[config.mk]
export PLATFORM = sky130hd
export DESIGN_NAME = arith_literal_lexer_flat
export DESIGN_NICKNAME = d
export VERILOG_FILES = /design/src/alx_pkg.sv /design/src/alx_chr_if.sv /design/src/alx_tok_if.sv /design/src/alx_scan.sv /design/src/alx_rq.sv /design/src/arith_literal_lexer.sv /design/src/flat_wrapper.sv
export SDC_FILE = /design/constraint.sdc
export NUM_CORES = 1
export LEC_CHECK = 0
export BUFFER_PORTS_ARGS = -buffer_cell sky130_fd_sc_hd__buf_2
export CAP_MARGIN = 20
export CORE_MARGIN = 3
export CORE_UTILIZATION = 58
export CTS_CLUSTER_SIZE = 12
export DETAILED_ROUTE_END_ITERATION = 12
export PLACE_DENSITY = 0.76
export SYNTH_ARGS = -nofsm -noshare
export SYNTH_HDL_FRONTEND = slang
export SYNTH_SLANG_ARGS = --single-unit
[constraint.sdc]
create_clock -name i_clk -period 8.9 [get_ports i_clk]
set_input_delay 1.335 -clock i_clk [delete_from_list [all_inputs] [get_ports i_clk]]
set_output_delay 1.335 -clock i_clk [all_outputs]
set_load 0.05 [all_outputs]
[src/alx_pkg.sv]
// Shared types and constants for the arithmetic literal lexer.
// No dependencies; every other file of the block imports this package.
`default_nettype none

package alx_pkg;

    // Field widths fixed by the token and character formats.
    localparam int CHAR_W = 8;
    localparam int OFS_W  = 32;
    localparam int LINE_W = 24;

    // Result queue geometry.
    localparam int RQ_DEPTH = 4;
    localparam int RQ_IDX_W = $clog2(RQ_DEPTH);
    localparam int RQ_CNT_W = $clog2(RQ_DEPTH + 1);

    typedef enum logic [3:0] {
        KIND_PLUS  = 4'd0,
        KIND_MINUS = 4'd1,
        KIND_STAR  = 4'd2,
        KIND_SLASH = 4'd3,
        KIND_INT   = 4'd4,
        KIND_DEC   = 4'd5,
        KIND_BOOL  = 4'd6,
        KIND_END   = 4'd7,
        KIND_ERR   = 4'd8
    } t_kind;

    typedef struct packed {
        t_kind              kind;
        logic [OFS_W-1:0]   start;
        logic [OFS_W-1:0]   len;
        logic [LINE_W-1:0]  line;
        logic               last;
    } t_token;

    // Tokens produced by one character transfer, oldest first.
    typedef struct packed {
        logic [1:0] num;
        t_token     tok_a;
        t_token     tok_b;
    } t_push;

    // Result queue status seen by the top level.
    typedef struct packed {
        logic                valid;
        logic                room;
        logic [RQ_CNT_W-1:0] level;
    } t_qstat;

endpackage

`default_nettype wire

[src/alx_chr_if.sv]
// Character channel of the lexer: valid/ready handshake with one byte or end mark.
// Depends on alx_pkg for the character width.
`default_nettype none

interface alx_chr_if import alx_pkg::*; ();
    logic              valid;
    logic              ready;
    logic [CHAR_W-1:0] ch;
    logic              end_of_text;

    modport source (output valid, ch, end_of_text, input ready);
    modport sink   (input valid, ch, end_of_text, output ready);
endinterface

`default_nettype wire

[src/alx_tok_if.sv]
// Token channel of the lexer: valid/ready handshake with one token descriptor.
// Depends on alx_pkg for the field widths.
`default_nettype none

interface alx_tok_if import alx_pkg::*; ();
    logic              valid;
    logic              ready;
    logic [3:0]        token_kind;
    logic [OFS_W-1:0]  start_offset;
    logic [OFS_W-1:0]  token_length;
    logic [LINE_W-1:0] line_number;
    logic              last;

    modport source (output valid, token_kind, start_offset, token_length, line_number, last,
                    input ready);
    modport sink   (input valid, token_kind, start_offset, token_length, line_number, last,
                    output ready);
endinterface

`default_nettype wire

[src/alx_scan.sv]
// Scanner of the lexer: state, position, token start and line count, and the
// one-character transition that yields up to two tokens. Depends on alx_pkg.
`default_nettype none

module alx_scan import alx_pkg::*; #(
    parameter int POSITION_BITS = 32,
    parameter int LINE_BITS     = 24
) (
    input  wire logic              i_clk,
    input  wire logic              i_rst_n,
    input  wire logic              i_take,
    input  wire logic [CHAR_W-1:0] i_ch,
    input  wire logic              i_eot,
    output t_push                  o_push
);

    typedef enum logic [3:0] {
        ST_IDLE    = 4'd0,
        ST_COMMENT = 4'd1,
        ST_INT     = 4'd2,
        ST_DOT     = 4'd3,
        ST_FRAC    = 4'd4,
        ST_T1      = 4'd5,
        ST_T2      = 4'd6,
        ST_T3      = 4'd7,
        ST_F1      = 4'd8,
        ST_F2      = 4'd9,
        ST_F3      = 4'd10,
        ST_F4      = 4'd11
    } t_state;

    localparam logic [CHAR_W-1:0] CH_TAB   = 8'h09;
    localparam logic [CHAR_W-1:0] CH_NL    = 8'h0A;
    localparam logic [CHAR_W-1:0] CH_VT    = 8'h0B;
    localparam logic [CHAR_W-1:0] CH_FF    = 8'h0C;
    localparam logic [CHAR_W-1:0] CH_CR    = 8'h0D;
    localparam logic [CHAR_W-1:0] CH_SP    = 8'h20;
    localparam logic [CHAR_W-1:0] CH_HASH  = 8'h23;
    localparam logic [CHAR_W-1:0] CH_STAR  = 8'h2A;
    localparam logic [CHAR_W-1:0] CH_PLUS  = 8'h2B;
    localparam logic [CHAR_W-1:0] CH_MINUS = 8'h2D;
    localparam logic [CHAR_W-1:0] CH_DOT   = 8'h2E;
    localparam logic [CHAR_W-1:0] CH_SLASH = 8'h2F;
    localparam logic [CHAR_W-1:0] CH_0     = 8'h30;
    localparam logic [CHAR_W-1:0] CH_9     = 8'h39;
    localparam logic [CHAR_W-1:0] CH_A     = 8'h61;
    localparam logic [CHAR_W-1:0] CH_E     = 8'h65;
    localparam logic [CHAR_W-1:0] CH_F     = 8'h66;
    localparam logic [CHAR_W-1:0] CH_L     = 8'h6C;
    localparam logic [CHAR_W-1:0] CH_R     = 8'h72;
    localparam logic [CHAR_W-1:0] CH_S     = 8'h73;
    localparam logic [CHAR_W-1:0] CH_T     = 8'h74;
    localparam logic [CHAR_W-1:0] CH_U     = 8'h75;

    // Character that continues a partial keyword in the given state.
    function automatic logic [CHAR_W-1:0] want_char(input t_state s);
        logic [CHAR_W-1:0] w;
        case (s)
            ST_T1:   w = CH_R;
            ST_T2:   w = CH_U;
            ST_T3:   w = CH_E;
            ST_F1:   w = CH_A;
            ST_F2:   w = CH_L;
            ST_F3:   w = CH_S;
            ST_F4:   w = CH_E;
            default: w = '0;
        endcase
        return w;
    endfunction

    t_state                   r_state, n_state;
    logic [POSITION_BITS-1:0] r_pos, n_pos;
    logic [POSITION_BITS-1:0] r_start, n_start;
    logic [LINE_BITS-1:0]     r_line, n_line;

    logic [POSITION_BITS-1:0] pend_len;
    logic [POSITION_BITS:0]   bool_len;
    logic                     is_digit, is_space;
    logic                     handled;
    logic                     a_valid, b_valid;
    t_token                   tok_a, tok_b;

    assign pend_len = r_pos - r_start;
    assign bool_len = {1'b0, pend_len} + {{POSITION_BITS{1'b0}}, 1'b1};
    assign is_digit = i_ch inside {[CH_0:CH_9]};
    assign is_space = i_ch inside {CH_SP, CH_TAB, CH_VT, CH_FF, CH_CR};

    always_comb begin
        n_state = r_state;
        n_pos   = r_pos + {{(POSITION_BITS-1){1'b0}}, 1'b1};
        n_start = r_start;
        n_line  = r_line;
        handled = 1'b0;
        a_valid = 1'b0;
        b_valid = 1'b0;
        tok_a   = '{kind: KIND_ERR, start: OFS_W'(r_start), len: OFS_W'(pend_len),
                    line: LINE_W'(r_line), last: 1'b0};
        tok_b   = '{kind: KIND_ERR, start: OFS_W'(r_pos), len: OFS_W'(1),
                    line: LINE_W'(r_line), last: 1'b1};

        // Pending token kind, used by both the end-of-text flush and a break.
        case (r_state)
            ST_INT:  tok_a.kind = KIND_INT;
            ST_FRAC: tok_a.kind = KIND_DEC;
            default: tok_a.kind = KIND_ERR;
        endcase

        if (i_eot) begin
            a_valid    = r_state inside {[ST_INT:ST_F4]};
            b_valid    = 1'b1;
            tok_b.kind = KIND_END;
            tok_b.len  = '0;
            n_state    = ST_IDLE;
            n_pos      = '0;
            n_start    = '0;
            n_line     = '0;
        end else begin
            case (r_state)
                ST_COMMENT: begin
                    handled = 1'b1;
                    if (i_ch == CH_NL) begin
                        n_line  = r_line + {{(LINE_BITS-1){1'b0}}, 1'b1};
                        n_state = ST_IDLE;
                    end
                end
                ST_INT: begin
                    if (is_digit) begin
                        handled = 1'b1;
                    end else if (i_ch == CH_DOT) begin
                        handled = 1'b1;
                        n_state = ST_FRAC;
                    end else begin
                        a_valid = 1'b1;
                    end
                end
                ST_DOT, ST_FRAC: begin
                    if (is_digit) begin
                        handled = 1'b1;
                        n_state = ST_FRAC;
                    end else begin
                        a_valid = 1'b1;
                    end
                end
                ST_T1, ST_T2, ST_T3, ST_F1, ST_F2, ST_F3, ST_F4: begin
                    if (i_ch == want_char(r_state)) begin
                        handled = 1'b1;
                        if (r_state == ST_T3 || r_state == ST_F4) begin
                            a_valid    = 1'b1;
                            tok_a.kind = KIND_BOOL;
                            tok_a.len  = OFS_W'(bool_len);
                            n_state    = ST_IDLE;
                        end else begin
                            n_state = t_state'(r_state + 4'd1);
                        end
                    end else begin
                        a_valid = 1'b1;
                    end
                end
                default: begin
                end
            endcase

            // Start of a new token, reached from idle or after a break.
            if (!handled) begin
                n_state = ST_IDLE;
                if (i_ch == CH_NL) begin
                    n_line = r_line + {{(LINE_BITS-1){1'b0}}, 1'b1};
                end else if (is_space) begin
                end else if (i_ch == CH_HASH) begin
                    n_state = ST_COMMENT;
                end else if (is_digit) begin
                    n_state = ST_INT;
                    n_start = r_pos;
                end else if (i_ch == CH_DOT) begin
                    n_state = ST_DOT;
                    n_start = r_pos;
                end else if (i_ch == CH_T) begin
                    n_state = ST_T1;
                    n_start = r_pos;
                end else if (i_ch == CH_F) begin
                    n_state = ST_F1;
                    n_start = r_pos;
                end else begin
                    b_valid = 1'b1;
                    case (i_ch)
                        CH_PLUS:  tok_b.kind = KIND_PLUS;
                        CH_MINUS: tok_b.kind = KIND_MINUS;
                        CH_STAR:  tok_b.kind = KIND_STAR;
                        CH_SLASH: tok_b.kind = KIND_SLASH;
                        default:  tok_b.kind = KIND_ERR;
                    endcase
                end
            end
        end

        tok_a.last = !b_valid;
    end

    always_comb begin
        o_push = '0;
        if (i_take) begin
            if (a_valid) begin
                o_push.tok_a = tok_a;
                o_push.tok_b = tok_b;
                o_push.num   = b_valid ? 2'd2 : 2'd1;
            end else begin
                o_push.tok_a = tok_b;
                o_push.tok_b = tok_b;
                o_push.num   = b_valid ? 2'd1 : 2'd0;
            end
        end
    end

    always_ff @(posedge i_clk) begin
        if (!i_rst_n) begin
            r_state <= ST_IDLE;
            r_pos   <= '0;
            r_start <= '0;
            r_line  <= '0;
        end else if (i_take) begin
            r_state <= n_state;
            r_pos   <= n_pos;
            r_start <= n_start;
            r_line  <= n_line;
        end
    end

endmodule

`default_nettype wire

[src/alx_rq.sv]
// Result queue of the lexer: a small register FIFO that takes up to two tokens
// per cycle and gives one per cycle while it is popped. Depends on alx_pkg.
`default_nettype none

module alx_rq import alx_pkg::*; (
    input  wire logic  i_clk,
    input  wire logic  i_rst_n,
    input  wire t_push i_push,
    input  wire logic  i_pop,
    output t_token     o_head,
    output t_qstat     o_stat
);

    t_token              r_mem [RQ_DEPTH];
    logic [RQ_IDX_W-1:0] r_head, n_head;
    logic [RQ_CNT_W-1:0] r_level, n_level;
    logic [RQ_IDX_W-1:0] tail_a, tail_b;

    assign tail_a = r_head + r_level[RQ_IDX_W-1:0];
    assign tail_b = tail_a + RQ_IDX_W'(1);

    assign o_head       = r_mem[r_head];
    assign o_stat.valid = (r_level != '0);
    assign o_stat.room  = (r_level <= RQ_CNT_W'(RQ_DEPTH - 2));
    assign o_stat.level = r_level;

    always_comb begin
        n_head  = r_head + (i_pop ? RQ_IDX_W'(1) : '0);
        n_level = r_level + RQ_CNT_W'(i_push.num) - (i_pop ? RQ_CNT_W'(1) : '0);
    end

    always_ff @(posedge i_clk) begin
        for (int i = 0; i < RQ_DEPTH; i++) begin
            if (i_push.num != 2'd0 && tail_a == RQ_IDX_W'(i)) begin
                r_mem[i] <= i_push.tok_a;
            end else if (i_push.num == 2'd2 && tail_b == RQ_IDX_W'(i)) begin
                r_mem[i] <= i_push.tok_b;
            end
        end
    end

    always_ff @(posedge i_clk) begin
        if (!i_rst_n) begin
            r_head  <= '0;
            r_level <= '0;
        end else begin
            r_head  <= n_head;
            r_level <= n_level;
        end
    end

endmodule

`default_nettype wire

[src/arith_literal_lexer.sv]
// Top level of the streaming arithmetic literal lexer.
// Depends on alx_pkg, alx_chr_if, alx_tok_if, alx_scan and alx_rq.
`default_nettype none

// The lexer takes source text one character per transfer on i_chr and gives
// tokens on o_tok under the longest-match rule: plus, minus, star, slash,
// integer, decimal with a leading or trailing dot, and the booleans true and
// false. Each token carries its kind, its start offset and length in
// characters, and the line count at the time it is given; the token text is
// recovered by the user from the offsets. Whitespace is skipped, '#' opens a
// comment that runs to the newline, and a newline raises the line count. A
// character that starts no token gives an error token of length one; a lone
// dot or a broken keyword prefix gives one error token over the pending span,
// after which the breaking character is scanned again, so one character can
// cause two tokens. A transfer with end_of_text set flushes the pending token,
// gives an end token of length zero and returns position and line count to
// zero for the next text. The last flag marks the final token caused by each
// input transfer. The scanner state advances at the accepting clock edge and
// its tokens enter a four-entry result queue. The output gives one token
// per cycle while o_tok.ready is high, so a character that causes two
// tokens takes two output transfers; i_chr.ready is high whenever the queue
// has two free entries, which lets characters stream back to back while the
// output side keeps up and a waiting token does not block the input.

module arith_literal_lexer import alx_pkg::*; #(
    parameter int POSITION_BITS = 32,
    parameter int LINE_BITS     = 24
) (
    input  wire logic i_clk,
    input  wire logic i_rst_n,
    alx_chr_if.sink   i_chr,
    alx_tok_if.source o_tok
);

    logic   take;
    logic   pop;
    t_push  push;
    t_token head;
    t_qstat q_stat;

    // A character transfer advances the scanner; a token transfer frees an entry.
    assign take = i_chr.valid && i_chr.ready;
    assign pop  = o_tok.valid && o_tok.ready;

    assign i_chr.ready = q_stat.room;

    alx_scan #(
        .POSITION_BITS (POSITION_BITS),
        .LINE_BITS     (LINE_BITS)
    ) u_scan (
        .i_clk   (i_clk),
        .i_rst_n (i_rst_n),
        .i_take  (take),
        .i_ch    (i_chr.ch),
        .i_eot   (i_chr.end_of_text),
        .o_push  (push)
    );

    alx_rq u_rq (
        .i_clk   (i_clk),
        .i_rst_n (i_rst_n),
        .i_push  (push),
        .i_pop   (pop),
        .o_head  (head),
        .o_stat  (q_stat)
    );

    // The token at the head of the queue drives the output channel directly.
    assign o_tok.valid        = q_stat.valid;
    assign o_tok.token_kind   = head.kind;
    assign o_tok.start_offset = head.start;
    assign o_tok.token_length = head.len;
    assign o_tok.line_number  = head.line;
    assign o_tok.last         = head.last;

    // An end-of-text transfer always leaves at least its end token queued.
    a_eot_result: assert property (@(posedge i_clk) disable iff (!i_rst_n)
        take && i_chr.end_of_text |=> o_tok.valid)
        else $error("end-of-text transfer left the result queue empty");

    // The end token closes its transfer and spans no characters.
    a_end_token: assert property (@(posedge i_clk) disable iff (!i_rst_n)
        o_tok.valid && o_tok.token_kind == KIND_END |-> o_tok.last && o_tok.token_length == '0)
        else $error("end token is not last or has a nonzero length");

    // The queue never holds more tokens than it has entries.
    a_no_overflow: assert property (@(posedge i_clk) disable iff (!i_rst_n)
        q_stat.level <= RQ_CNT_W'(RQ_DEPTH))
        else $error("result queue overflow");

    // With the queue empty the lexer must be ready for a character.
    a_ready_empty: assert property (@(posedge i_clk) disable iff (!i_rst_n)
        !o_tok.valid |-> i_chr.ready)
        else $error("input stalled while the result queue is empty");

endmodule

`default_nettype wire
[src/flat_wrapper.sv]
// flat-port wrapper written by rule: the top's interface ports become plain ports
module arith_literal_lexer_flat import alx_pkg::*;
#(
    parameter int POSITION_BITS = 32,
    parameter int LINE_BITS     = 24
)
  (i_clk, i_rst_n, i_chr_valid, i_chr_ch, i_chr_end_of_text, i_chr_ready, o_tok_valid, o_tok_token_kind, o_tok_start_offset, o_tok_token_length, o_tok_line_number, o_tok_last, o_tok_ready);
  alx_chr_if i_chr_i ();
  alx_tok_if o_tok_i ();
  input  wire logic i_clk;
  input  wire logic i_rst_n;
  input wire logic [$bits(i_chr_i.valid)-1:0] i_chr_valid;
  input wire logic [$bits(i_chr_i.ch)-1:0] i_chr_ch;
  input wire logic [$bits(i_chr_i.end_of_text)-1:0] i_chr_end_of_text;
  output wire logic [$bits(i_chr_i.ready)-1:0] i_chr_ready;
  output wire logic [$bits(o_tok_i.valid)-1:0] o_tok_valid;
  output wire logic [$bits(o_tok_i.token_kind)-1:0] o_tok_token_kind;
  output wire logic [$bits(o_tok_i.start_offset)-1:0] o_tok_start_offset;
  output wire logic [$bits(o_tok_i.token_length)-1:0] o_tok_token_length;
  output wire logic [$bits(o_tok_i.line_number)-1:0] o_tok_line_number;
  output wire logic [$bits(o_tok_i.last)-1:0] o_tok_last;
  input wire logic [$bits(o_tok_i.ready)-1:0] o_tok_ready;
  assign i_chr_i.valid = i_chr_valid;
  assign i_chr_i.ch = i_chr_ch;
  assign i_chr_i.end_of_text = i_chr_end_of_text;
  assign i_chr_ready = i_chr_i.ready;
  assign o_tok_valid = o_tok_i.valid;
  assign o_tok_token_kind = o_tok_i.token_kind;
  assign o_tok_start_offset = o_tok_i.start_offset;
  assign o_tok_token_length = o_tok_i.token_length;
  assign o_tok_line_number = o_tok_i.line_number;
  assign o_tok_last = o_tok_i.last;
  assign o_tok_i.ready = o_tok_ready;
  arith_literal_lexer #(.POSITION_BITS(POSITION_BITS), .LINE_BITS(LINE_BITS)) u_core (.i_clk(i_clk), .i_rst_n(i_rst_n), .i_chr(i_chr_i), .o_tok(o_tok_i));
endmodule
# Word-level counts from Yosys, hierarchy flattened

Memories as Yosys holds them, arrays and structs flattened. A register that Yosys moved wholly into a read port is not among the register bits.
Index checks and enable logic that the tools add are counted.

Flip-flop bits (word level): 97
Bits in writable memories: 372
Input port bits: 13
Output and inout port bits: 95
Logic and storage cells: 209
Memories: 1

Memory list:

| memory            | words | width | rd ports | clocked after Yosys merged registers in | write ports | RTL line     | RTL |
|---|---|---|---|---|---|---|---|
| u_core.u_rq.r_mem | 4     | 93    | 1        | 1                                       | 2           | alx_rq.sv:14 | `t_token r_mem [RQ_DEPTH];` |

Add/subtract/negate cells: 10
$lt $le $gt $ge: 5
Equal/unequal tests: 43
Mux-type cells: 113
Bitwise operators: 4
Reductions and logical operators: 27

Operators with widths:

| kind                                                            | count |
|---|---|
| 93-bit two-way mux                                              | 6 |
| 32-bit two-way mux                                              | 14 |
| 188-bit two-way mux                                             | 2 |
| 93-bit OR reduction                                             | 2 |
| 24-bit two-way mux                                              | 5 |
| 4-bit two-way mux                                               | 28 |
| 32-bit by 1-bit adder with 32-bit output, second input constant | 2 |
| 8-bit by 6-bit == test with 1-bit output, second input constant | 7 |
| 1-bit two-way mux                                               | 46 |
| 7-bit one-hot mux with 6 select lines                           | 1 |
| 8-bit by 4-bit == test with 1-bit output, second input constant | 5 |
| 4-bit one-hot mux with 4 select lines                           | 2 |
| 32-bit subtractor                                               | 1 |
| 24-bit by 1-bit adder with 24-bit output, second input constant | 1 |
| 4-bit inequality test, second input constant                    | 5 |
| 4-bit by 3-bit == test with 1-bit output, second input constant | 4 |
| 4-bit == test, second input constant                            | 4 |
| 8-bit by 7-bit == test with 1-bit output, second input constant | 2 |
| 8-bit two-way mux                                               | 2 |
| 1-bit logical AND                                               | 12 |
| 2-bit == test, second input constant                            | 5 |
| 5-bit nonzero test                                              | 2 |
| 4-bit by 2-bit == test with 1-bit output, second input constant | 2 |
| 8-bit == test                                                   | 1 |
| 29 further kinds                                                | 41 |

# Logic depth before layout (Yosys ltp)

Gate-level depths: netlist (run 1).

Depth after elaboration: 22
Depth in mapped cells: 21
Gate-level depth less buffers: 17

# Modules after synthesis

A second synthesis (run 1) with hierarchy kept.

Cell total of the unflattened synthesis: 2,244
Area total of the unflattened synthesis: 27,946.8 um2

Modules (own cells, without submodules):

| module              | instances | cells each | area an instance (um2) | sequential area each (um2) |
|---|---|---|---|---|
| alx_rq              | 1         | 939        | 18,715.4               | 11,270.8 |
| alx_scan            | 1         | 1,303      | 9,218.8                | 1,841.8 |
| arith_literal_lexer | 1         | 2          | 12.5                   | 0.0 |

# Worst setup path before layout (run 1)

No wires, ideal clock.

Kind: input to register
Start: input i_chr_ch[1]
End: memory u_core.u_rq.r_mem[0][0] (netlist bit) (enable)
Setup time: 0.545 ns
Arrival time: 7.761 ns
Data required time: 8.355 ns
Path slack: 0.594 ns
Stages on the path: 15
Path buffers: 2
Path through: clkbuf_1 > nor3b_1 > nand3_1 > nand2_1 > a31oi_1 > o31ai_1 > o21ba_2 > and3b_1 > or2_2 > ha_1 > clkbuf_1 > nand2b_1 > nor2_1 > a21oi_1 > nor2_1

RTL lines:

| what        | RTL line           | RTL |
|---|---|---|
| from (decl) | flat_wrapper.sv:13 | `input wire logic [$bits(i_chr_i.ch)-1:0] i_chr_ch;` |
| to (decl)   | alx_rq.sv:14       |  |

==> results.md, run 1 <==
- Placer Congestion: 0.880
- Hold Path Class: flop to flop
- Logic pwr share: 0.329
- RSZ-0062 raised after global routing: no
- CP max stage delay: 0.75 ns
- Routed WL per cell: 22.8 um
- Reg2reg path depth: 19
- Post-synth top area share: 0.428
- Sw frac: 0.375
- Worst IR drop on VDD: 0.203 mV
- Remaining Overflow, GRT: 0
- Number of synthesized flops with an enable pin: 341
- Sequential area share after synthesis: 0.536
- Clock Tree Buf Depth: 3
- CTS tree: done
- Most frequent CP cell: buf_4
- Core area: 0.0402 mm2
- Largest net degree at the start of global routing: 86
- Clock-pin slew of the registers on the worst-case setup and hold paths: 0.06 ns
- CTS buffer count: 49
- FF-to-FF setup slack: 2.75 ns
- Yosys reg bits: 469
- First-pass GRT wire length: 99.0 mm
- Final Skew: 0.0248 ns
- Total power: 7.05 mW
- NumNets Final: 2,248
- PD cells: 268 mW/mm2
- Row count: 73
- Drt drc: 0
- Synth top area cells: edfxtp_1, dfxtp_1, mux4_2, nand2_1, nor2_1
- Netlist cell types: 91
- Min-delay src: u_core.u_rq.r_mem[2][44]
- Worst EP arrival: 6.36 ns
- # IOs: 108
- Metal-1 WL: 25.8 mm
- Sequential power share: 0.402
- PortBufs: 107
- Worst endpoint required time: 9.11 ns
- CP max-delay cell: buf_4
- Fmax: 163 MHz
- Hold Slack: 0.453 ns
- Area growth syn-to-layout: 10.2%
- Synth Cell Area: 0.0239 mm2
- Layout fillers: 3,051
- Top_reg_cell synth: edfxtp_1
- DRT Pass-1 Iters: 5
- Worst slew pin tran: 1.07 ns
- Clock insertion delay at the later pin of the skew report: 0.60 ns
- 1st-iter DRT viols: 1,871
- WHS Path Cells: 2
- Critical path fanouts, max: 62
- Final wirelength: 62.9 mm
- Fin crit period: 6.15 ns
- Gr usage total: 0.284
- Final TNS setup: 0 ns
- Leak pwr: 9.58 nW
- Quantity of hold-fixing buffers added after cts: 0
- Area of the multi-input gates: 0.0104 mm2
- Antenna-violating nets left: 0
- CTS H-tree depth: 2
- Length of routed met2 wiring: 29.6 mm
- Vias after detailed routing: 17,900
- Final hold violations: 0
- Clk pwr share: 0.270
- CP cell instances: inv_1 -> ha_1 -> nor4_4 -> o22ai_2 -> or4_4 -> o31ai_4 -> nand3_4 -> a211o_1 -> nand2_1 -> buf_4 -> inv_1 -> ha_1 -> o21ai_0 -> nor3_2 -> buf_4 -> nor2_4 -> buf_4 -> inv_2 -> buf_4
- Setup repair bufs after CTS: 0
- Met3 wire length: 5.57 mm
- Warnings, synthesis: 0
- Antenna cell count: 0
- Die ar.: 0.0437 mm2
- Die height: 209 um
- Layout cells sized above 1: 0.159
- Final cell count without fillers: 2,755
- Register area: 0.0128 mm2
- Placed cell count: 2,663
- Fin. max-slew vios: 0
- Hold EP: u_core.u_rq.r_mem[2][44]
- Dpl hpwl: 39.9 mm
- CTS Sinks: 469
- Crit end category: flop
- Initial Utilization: 0.595
- Resized Gates After CTS: 0
- Critical register-to-register path endpoint: u_core.u_rq.r_mem[2][79]
- Status: completed
- Max-cap violations: 0
- Mapped Nets: 2,203
- Cells after Synth: 2,144
- Internal power: 4.41 mW
- Final worst setup slack: 2.75 ns
- Clock Root Buffer: clkbuf_16
- Crit Reg-Reg Startpoint: u_core.u_scan.r_state[0]
- Async SR Flop Fraction: 0
- Pre-CTS setup slack: 2.62 ns
- Highest routed layer: met4
- Top cell type by total area after synthesis: edfxtp_1
- Psw: 2.65 mW
- Tcrit/Tclk final: 0.691
- Avg Synthesized Cell Area: 11.2 um2
- Crit path kind: flop to flop
- Number of setup violations in the final report: 0
- Vias per std cell: 6.48
- Antenna violations before repair: 0
- Startpoint types: flop
- Rel. slew slack: 0.288
- Die width: 209 um
- Vias in the first global route: 17,600
[cell type report]
| cell class | count | share of cell area |
|---|---|---|
| Inverter | 54 | 0.00770 |
| Multi-Input combinational cell | 1482 | 0.396 |
| Clock buffer | 78 | 0.0523 |
| Clock inverter | 14 | 0.00399 |
| Sequential cell | 469 | 0.486 |
| Tap cell | 525 | 0.0249 |
| Timing Repair Buffer | 133 | 0.0287 |
[critical path, delay by kind of cell (launching register included)]
family | cells | cell delay [ns]
DFF | 1 | 0.39
AOI/OAI and AO/OA | 4 | 0.87
buffers and inverters | 7 | 2.31
adders and majority gates | 2 | 0.81
and+or+nand+nor | 6 | 1.22
[cell usage in the layout, fill, tap and decap left out, types with 22 or more instances in the layout]
master | Yosys | routed
dfxtp_1 | 128 | 126
nor2b_1 | 35 | 35
buf_2 | 18 | 107
buf_4 | 1 | 24
nand2_1 | 285 | 279
a21oi_1 | 55 | 53
ha_1 | 44 | 44
clkbuf_1 | 102 | 26
o22ai_1 | 40 | 40
a22oi_1 | 99 | 99
nand4_1 | 57 | 57
nor2_1 | 229 | 225
mux4_2 | 93 | 93
xor2_1 | 51 | 51
edfxtp_1 | 341 | 341
xnor2_1 | 48 | 48
o21ai_0 | 113 | 113
clkbuf_16 | 0 | 50
inv_1 | 54 | 53
and3_1 | 42 | 42
and2_1 | 25 | 24
nor3_1 | 24 | 22
nand3_1 | 40 | 40
[cells by family (layout without fill, tap and decap cells)]
| kind of cell | Yosys count | count (layout) | share of synthesized area |
|---|---|---|---|
| AO/OA/AOI/OAI | 414 | 414 | 0.113 |
| XOR/XNOR | 103 | 103 | 0.0390 |
| adder cells (fa/ha/maj) | 46 | 46 | 0.0247 |
| buffers and inverters | 193 | 279 | 0.0318 |
| flip-flops | 469 | 469 | 0.536 |
| multiplexers | 103 | 103 | 0.0921 |
| AND/OR/NAND/NOR | 816 | 816 | 0.164 |
[flip-flops by register name, summed over array words and instances (netlist names)]
signal / flops
u_core.u_rq.r_level: 3
u_core.u_scan.r_start: 32
u_core.u_scan.r_state: 4
u_core.u_scan.r_line: 24
u_core.u_rq.r_head: 2
u_core.u_scan.r_pos: 32
u_core.u_rq.r_mem: 372
[worst max path at each step]
stage                                   startpoint                       end  slack [ns]  depth (start not counted)
after floorplan                        i_chr_ch[1]   u_core.u_rq.r_mem[0][0]        0.59                         15
after global placement                 i_chr_ch[1]  u_core.u_rq.r_mem[2][76]        2.76                         17
after detailed placement               i_chr_ch[1]  u_core.u_rq.r_mem[2][72]        2.62                         17
after CTS                 u_core.u_scan.r_state[0]   u_core.u_rq.r_mem[2][3]        2.81                         19
after global routing      u_core.u_scan.r_state[0]  u_core.u_rq.r_mem[2][76]        2.31                         19
final                     u_core.u_scan.r_state[0]  u_core.u_rq.r_mem[2][79]        2.75                         19
[power groups by stage]
| stage | registers (mW) | logic, mW | clock network (mW) |
|---|---|---|---|
| after floorplan | 2.84 | 1.75 | 0 |
| final | 2.83 | 2.32 | 1.90 |
| after global placement | 2.86 | 2.30 | 0 |
| after detailed placement | 2.88 | 2.32 | 0 |
| after global routing | 2.86 | 2.42 | 2.01 |
| after CTS | 2.84 | 2.33 | 1.93 |
[per-stage QoR]
stage,instance area [um2],utilization
2_1_floorplan,23900,-
3_3_place_gp,24900,0.618
3_5_place_dp,24900,0.618
4_1_cts,26300,0.655
5_1_grt,26300,0.655
6_report,26300,0.655
[cell usage after synthesis, drive strengths merged, types with 52 or more instances]
| cell | count |
|---|---|
| nand2 | 285 |
| nand4 | 58 |
| edfxtp | 341 |
| inv | 54 |
| a21oi | 56 |
| dfxtp | 128 |
| xor2 | 52 |
| a22oi | 100 |
| clkbuf | 103 |
| nor2 | 229 |
| mux4 | 93 |
| o21ai | 129 |
[layer usage]
metal  GRT usage  vias to the layer above
met5           0                        -
li1            -                     8050
met3      0.0497                      139
met2       0.451                      875
met1       0.400                     8791
met4       0.101                        0
Power figures use the tool's default switching activity.
==> run 2: changes to the inputs <==
ABC_AREA = 1   (was not set)
clock period = 5.9 ns   (was 8.9 ns; I/O delays follow)
==> results.md, run 2 <==
- Status: completed (unchanged)
- Top Usage Layer GRT: met2 (unchanged)
- Mapped Nets: 3,162 (was 2,203)
- Worst slew pin tran: 1.13 ns (was 1.07 ns)
- WHS Path Cells: 2 (unchanged)
- Final wirelength: 72.2 mm (was 62.9 mm)
- Startpoint types: flop (unchanged)
- PortBufs: 107 (unchanged)
- Total power: 12.9 mW (was 7.05 mW)
- Post-synth top area share: 0.410 (was 0.428)
- Vias after detailed routing: 22,400 (was 17,900)
- CTS tree: done (unchanged)
- Dpl hpwl: 47.6 mm (was 39.9 mm)
- Most common cell after layout, fill and taps aside: nor2_1 (was edfxtp_1)
- First-pass GRT wire length: 113 mm (was 99.0 mm)
- Clock insertion delay at the later pin of the skew report: 0.61 ns (was 0.60 ns)
- Final Skew: 0.0280 ns (was 0.0248 ns)
- Worst EP arrival: 5.19 ns (was 6.36 ns)
- Placer Congestion: 0.935 (was 0.880)
- Crit end category: flop (unchanged)
- PD cells: 467 mW/mm2 (was 268 mW/mm2)
- Remaining Overflow, GRT: 0 (unchanged)
- Die ar.: 0.0456 mm2 (was 0.0437 mm2)
- Row count: 75 (was 73)
- CP cell instances: inv_1 -> ha_1 -> nand3_1 -> nand2_1 -> nor2_1 -> nand2_2 -> nand2_2 -> nand2_1 -> nand2_1 -> nand2_1 -> nand2_1 -> inv_1 -> ha_1 -> inv_1 -> nor2_1 -> nor2_1 -> nor3_1 -> buf_4 -> clkinv_1 -> buf_12 -> o21ai_0 (was inv_1 -> ha_1 -> nor4_4 -> o22ai_2 -> or4_4 -> o31ai_4 -> nand3_4 -> a211o_1 -> nand2_1 -> buf_4 -> inv_1 -> ha_1 -> o21ai_0 -> nor3_2 -> buf_4 -> nor2_4 -> buf_4 -> inv_2 -> buf_4)
- Synth top area cells: edfxtp_1, dfxtp_1, o21ai_0, nor2_1, nand2_1 (was edfxtp_1, dfxtp_1, mux4_2, nand2_1, nor2_1)
- # IOs: 108 (unchanged)
- Top cell type by total area after synthesis: edfxtp_1 (unchanged)
- CP max stage delay: 0.81 ns (was 0.75 ns)
- Final hold violations: 0 (unchanged)
- Core area: 0.0422 mm2 (was 0.0402 mm2)
- Cells after Synth: 3,103 (was 2,144)
- Die height: 213 um (was 209 um)
- Vias per std cell: 6.01 (was 6.48)
- Max-cap violations: 0 (unchanged)
- Clock Root Buffer: clkbuf_16 (unchanged)
- Number of setup violations in the final report: 0 (unchanged)
- Routed WL per cell: 19.4 um (was 22.8 um)
- Largest net degree at the start of global routing: 117 (was 86)
- Clock Tree Buf Depth: 3 (unchanged)
- Tcrit/Tclk final: 0.806 (was 0.691)
- Setup repair bufs after CTS: 0 (unchanged)
- Avg Synthesized Cell Area: 8.05 um2 (was 11.2 um2)
- Drt drc: 0 (unchanged)
- CTS Sinks: 469 (unchanged)
- Max reg flops: 372 (unchanged)
- Worst IR drop on VDD: 0.318 mV (was 0.203 mV)
- Antenna-violating nets left: 0 (unchanged)
- Die width: 213 um (was 209 um)
- Reg with most FFs: u_core.u_rq.r_mem (unchanged)
- 1st-iter DRT viols: 2,242 (was 1,871)
- Synth Cell Area: 0.0250 mm2 (was 0.0239 mm2)
- Layout fillers: 3,551 (was 3,051)
- Post-synth top cells: nor2_1, nand2_1, o21ai_0 (was edfxtp_1, nand2_1, nor2_1)
- Most frequent cells in the layout: nor2_1, nand2_1, o21ai_0 (was edfxtp_1, nand2_1, nor2_1)
- Fin. max-slew vios: 0 (unchanged)
- Async SR Flop Fraction: 0 (unchanged)
- Layout cells sized above 1: 0.0788 (was 0.159)
- Top_reg_cell synth: edfxtp_1 (unchanged)
- Largest regs: u_core.u_rq.r_mem (372), u_core.u_scan.r_pos (32), u_core.u_scan.r_start (32) (unchanged)
- Netlist cell types: 52 (was 91)
- Fin crit period: 4.76 ns (was 6.15 ns)
- Resized Gates After CTS: 0 (unchanged)
- Critical path fanouts, max: 32 (was 62)
- Worst endpoint required time: 6.34 ns (was 9.11 ns)
- Most frequent CP cell: nand2_1 (was buf_4)
- DRT Pass-1 Iters: 10 (was 5)
- Sequential area share after synthesis: 0.513 (was 0.536)
- NumNets Final: 3,202 (was 2,248)
- Antenna cell count: 0 (unchanged)
- Clock-pin slew of the registers on the worst-case setup and hold paths: 0.06 ns (about the same)
- Reg2reg path depth: 21 (was 19)
- Final Util: 0.654 (was 0.655)
- Gr usage total: 0.313 (was 0.284)
- CTS H-tree depth: 2 (unchanged)
- CTS buffer count: 50 (was 49)
- Crit path kind: flop to flop (unchanged)
- Antenna violations before repair: 1 (was 0)
- RSZ-0062 raised after global routing: no (unchanged)
- GR Util met1: 0.403 (was 0.400)
- Leak pwr: 10.7 nW (was 9.58 nW)
- Number of synthesized flops with an enable pin: 341 (unchanged)
- Met2 usage: 0.551 (was 0.451)
- Rel. slew slack: 0.247 (was 0.288)
- Quantity of hold-fixing buffers added after cts: 0 (unchanged)
- Fmax: 210 MHz (was 163 MHz)
- Initial Utilization: 0.591 (was 0.595)
- Vias in the first global route: 21,700 (was 17,600)
- Hold Path Class: flop to flop (unchanged)
- Met3 Track Usage GR: 0.0454 (was 0.0497)
- Count leader, synth: nor2_1 (was edfxtp_1)
- Area growth syn-to-layout: 10.5% (was 10.2%)
- CP max-delay cell: clkinv_1 (was buf_4)
- Yosys reg bits: 469 (unchanged)
- Warnings, synthesis: 0 (unchanged)
[run 2: changes by cell type after synthesis, moves of 35 or more]
cell	previous run	this run
o22ai_1	40	133
nor2_1	229	564
inv_1	54	297
and3_1	42	0
nor3_1	24	62
mux4_2	93	0
nand3_1	40	118
a21oi_1	55	115
xnor2_1	48	4
o21ai_0	113	437
nor2b_1	35	0
nand2_1	285	545
a22oi_1	99	1
[run 2: logic make-up after synthesis]
| logic type | after synthesis | share of synthesized area |
|---|---|---|
| flip-flops | 469 | 0.513 |
| AO/OA/AOI/OAI | 734 | 0.159 |
| XOR/XNOR | 24 | 0.00842 |
| buffers and inverters | 457 | 0.0700 |
| AND/OR/NAND/NOR | 1373 | 0.226 |
| adder cells (fa/ha/maj) | 46 | 0.0237 |
[run 2: path summary, 6_finish.rpt]
kind | from | end | slack [ns]
setup / recovery | u_core.u_scan.r_state[0] | u_core.u_rq.r_mem[2][88] | 1.14
hold / removal | u_core.u_rq.r_mem[2][56] | u_core.u_rq.r_mem[2][56] | 0.46
hold reg to reg | u_core.u_rq.r_mem[2][56] | u_core.u_rq.r_mem[2][56] | 0.46
setup reg to reg | u_core.u_scan.r_state[0] | u_core.u_rq.r_mem[2][88] | 1.14
[run 2: final cells by class]
cell class | instances | area, um2 | area share
timing repair buffer | 141 | 898 | 0.0326
tap | 539 | 674 | 0.0244
sequential | 469 | 12800 | 0.464
multi-input combinational | 2177 | 10500 | 0.380
inverter | 304 | 1150 | 0.0416
clock buffer | 81 | 1440 | 0.0521
clock inverter | 12 | 146 | 0.00530
[run 2: per-layer routing]
layer | vias up | routed length [um]
met5 | - | 0
met1 | 10700 | 29600
li1 | 10600 | -
met2 | 889 | 35700
met3 | 146 | 5060
met4 | 0 | 1800
[run 2: metrics by stage]
stage | setup slack, ns | std cells | hold WS, ns | instance area [um2] | TNS [ns]
after floorplan | -1.50 | 3103 | 0.421 | 25000 | -417.82
after global placement | 0.710 | 3629 | 0.435 | 26000 | 0
after detailed placement | 0.646 | 3630 | 0.435 | 26000 | 0
after CTS | 1.19 | 3723 | 0.450 | 27600 | 0
after global routing | 0.713 | 3723 | 0.466 | 27600 | 0
final | 1.14 | 3723 | 0.457 | 27600 | 0
[run 2: critical path: cells and delay by family, from the launching register on]
kind,cells,cell delay [ns]
flops,1,0.38
simple gates,12,1.59
compound gates,1,0.20
fa+ha+maj,2,0.58
buf+inv,6,1.80
[run 2: power breakdown]
part	internal [mW]	switching [mW]	total (mW)
Clock	1.72	1.31	3.03
Sequential	4.31	0.221	4.53
Combinational	1.13	4.18	5.31
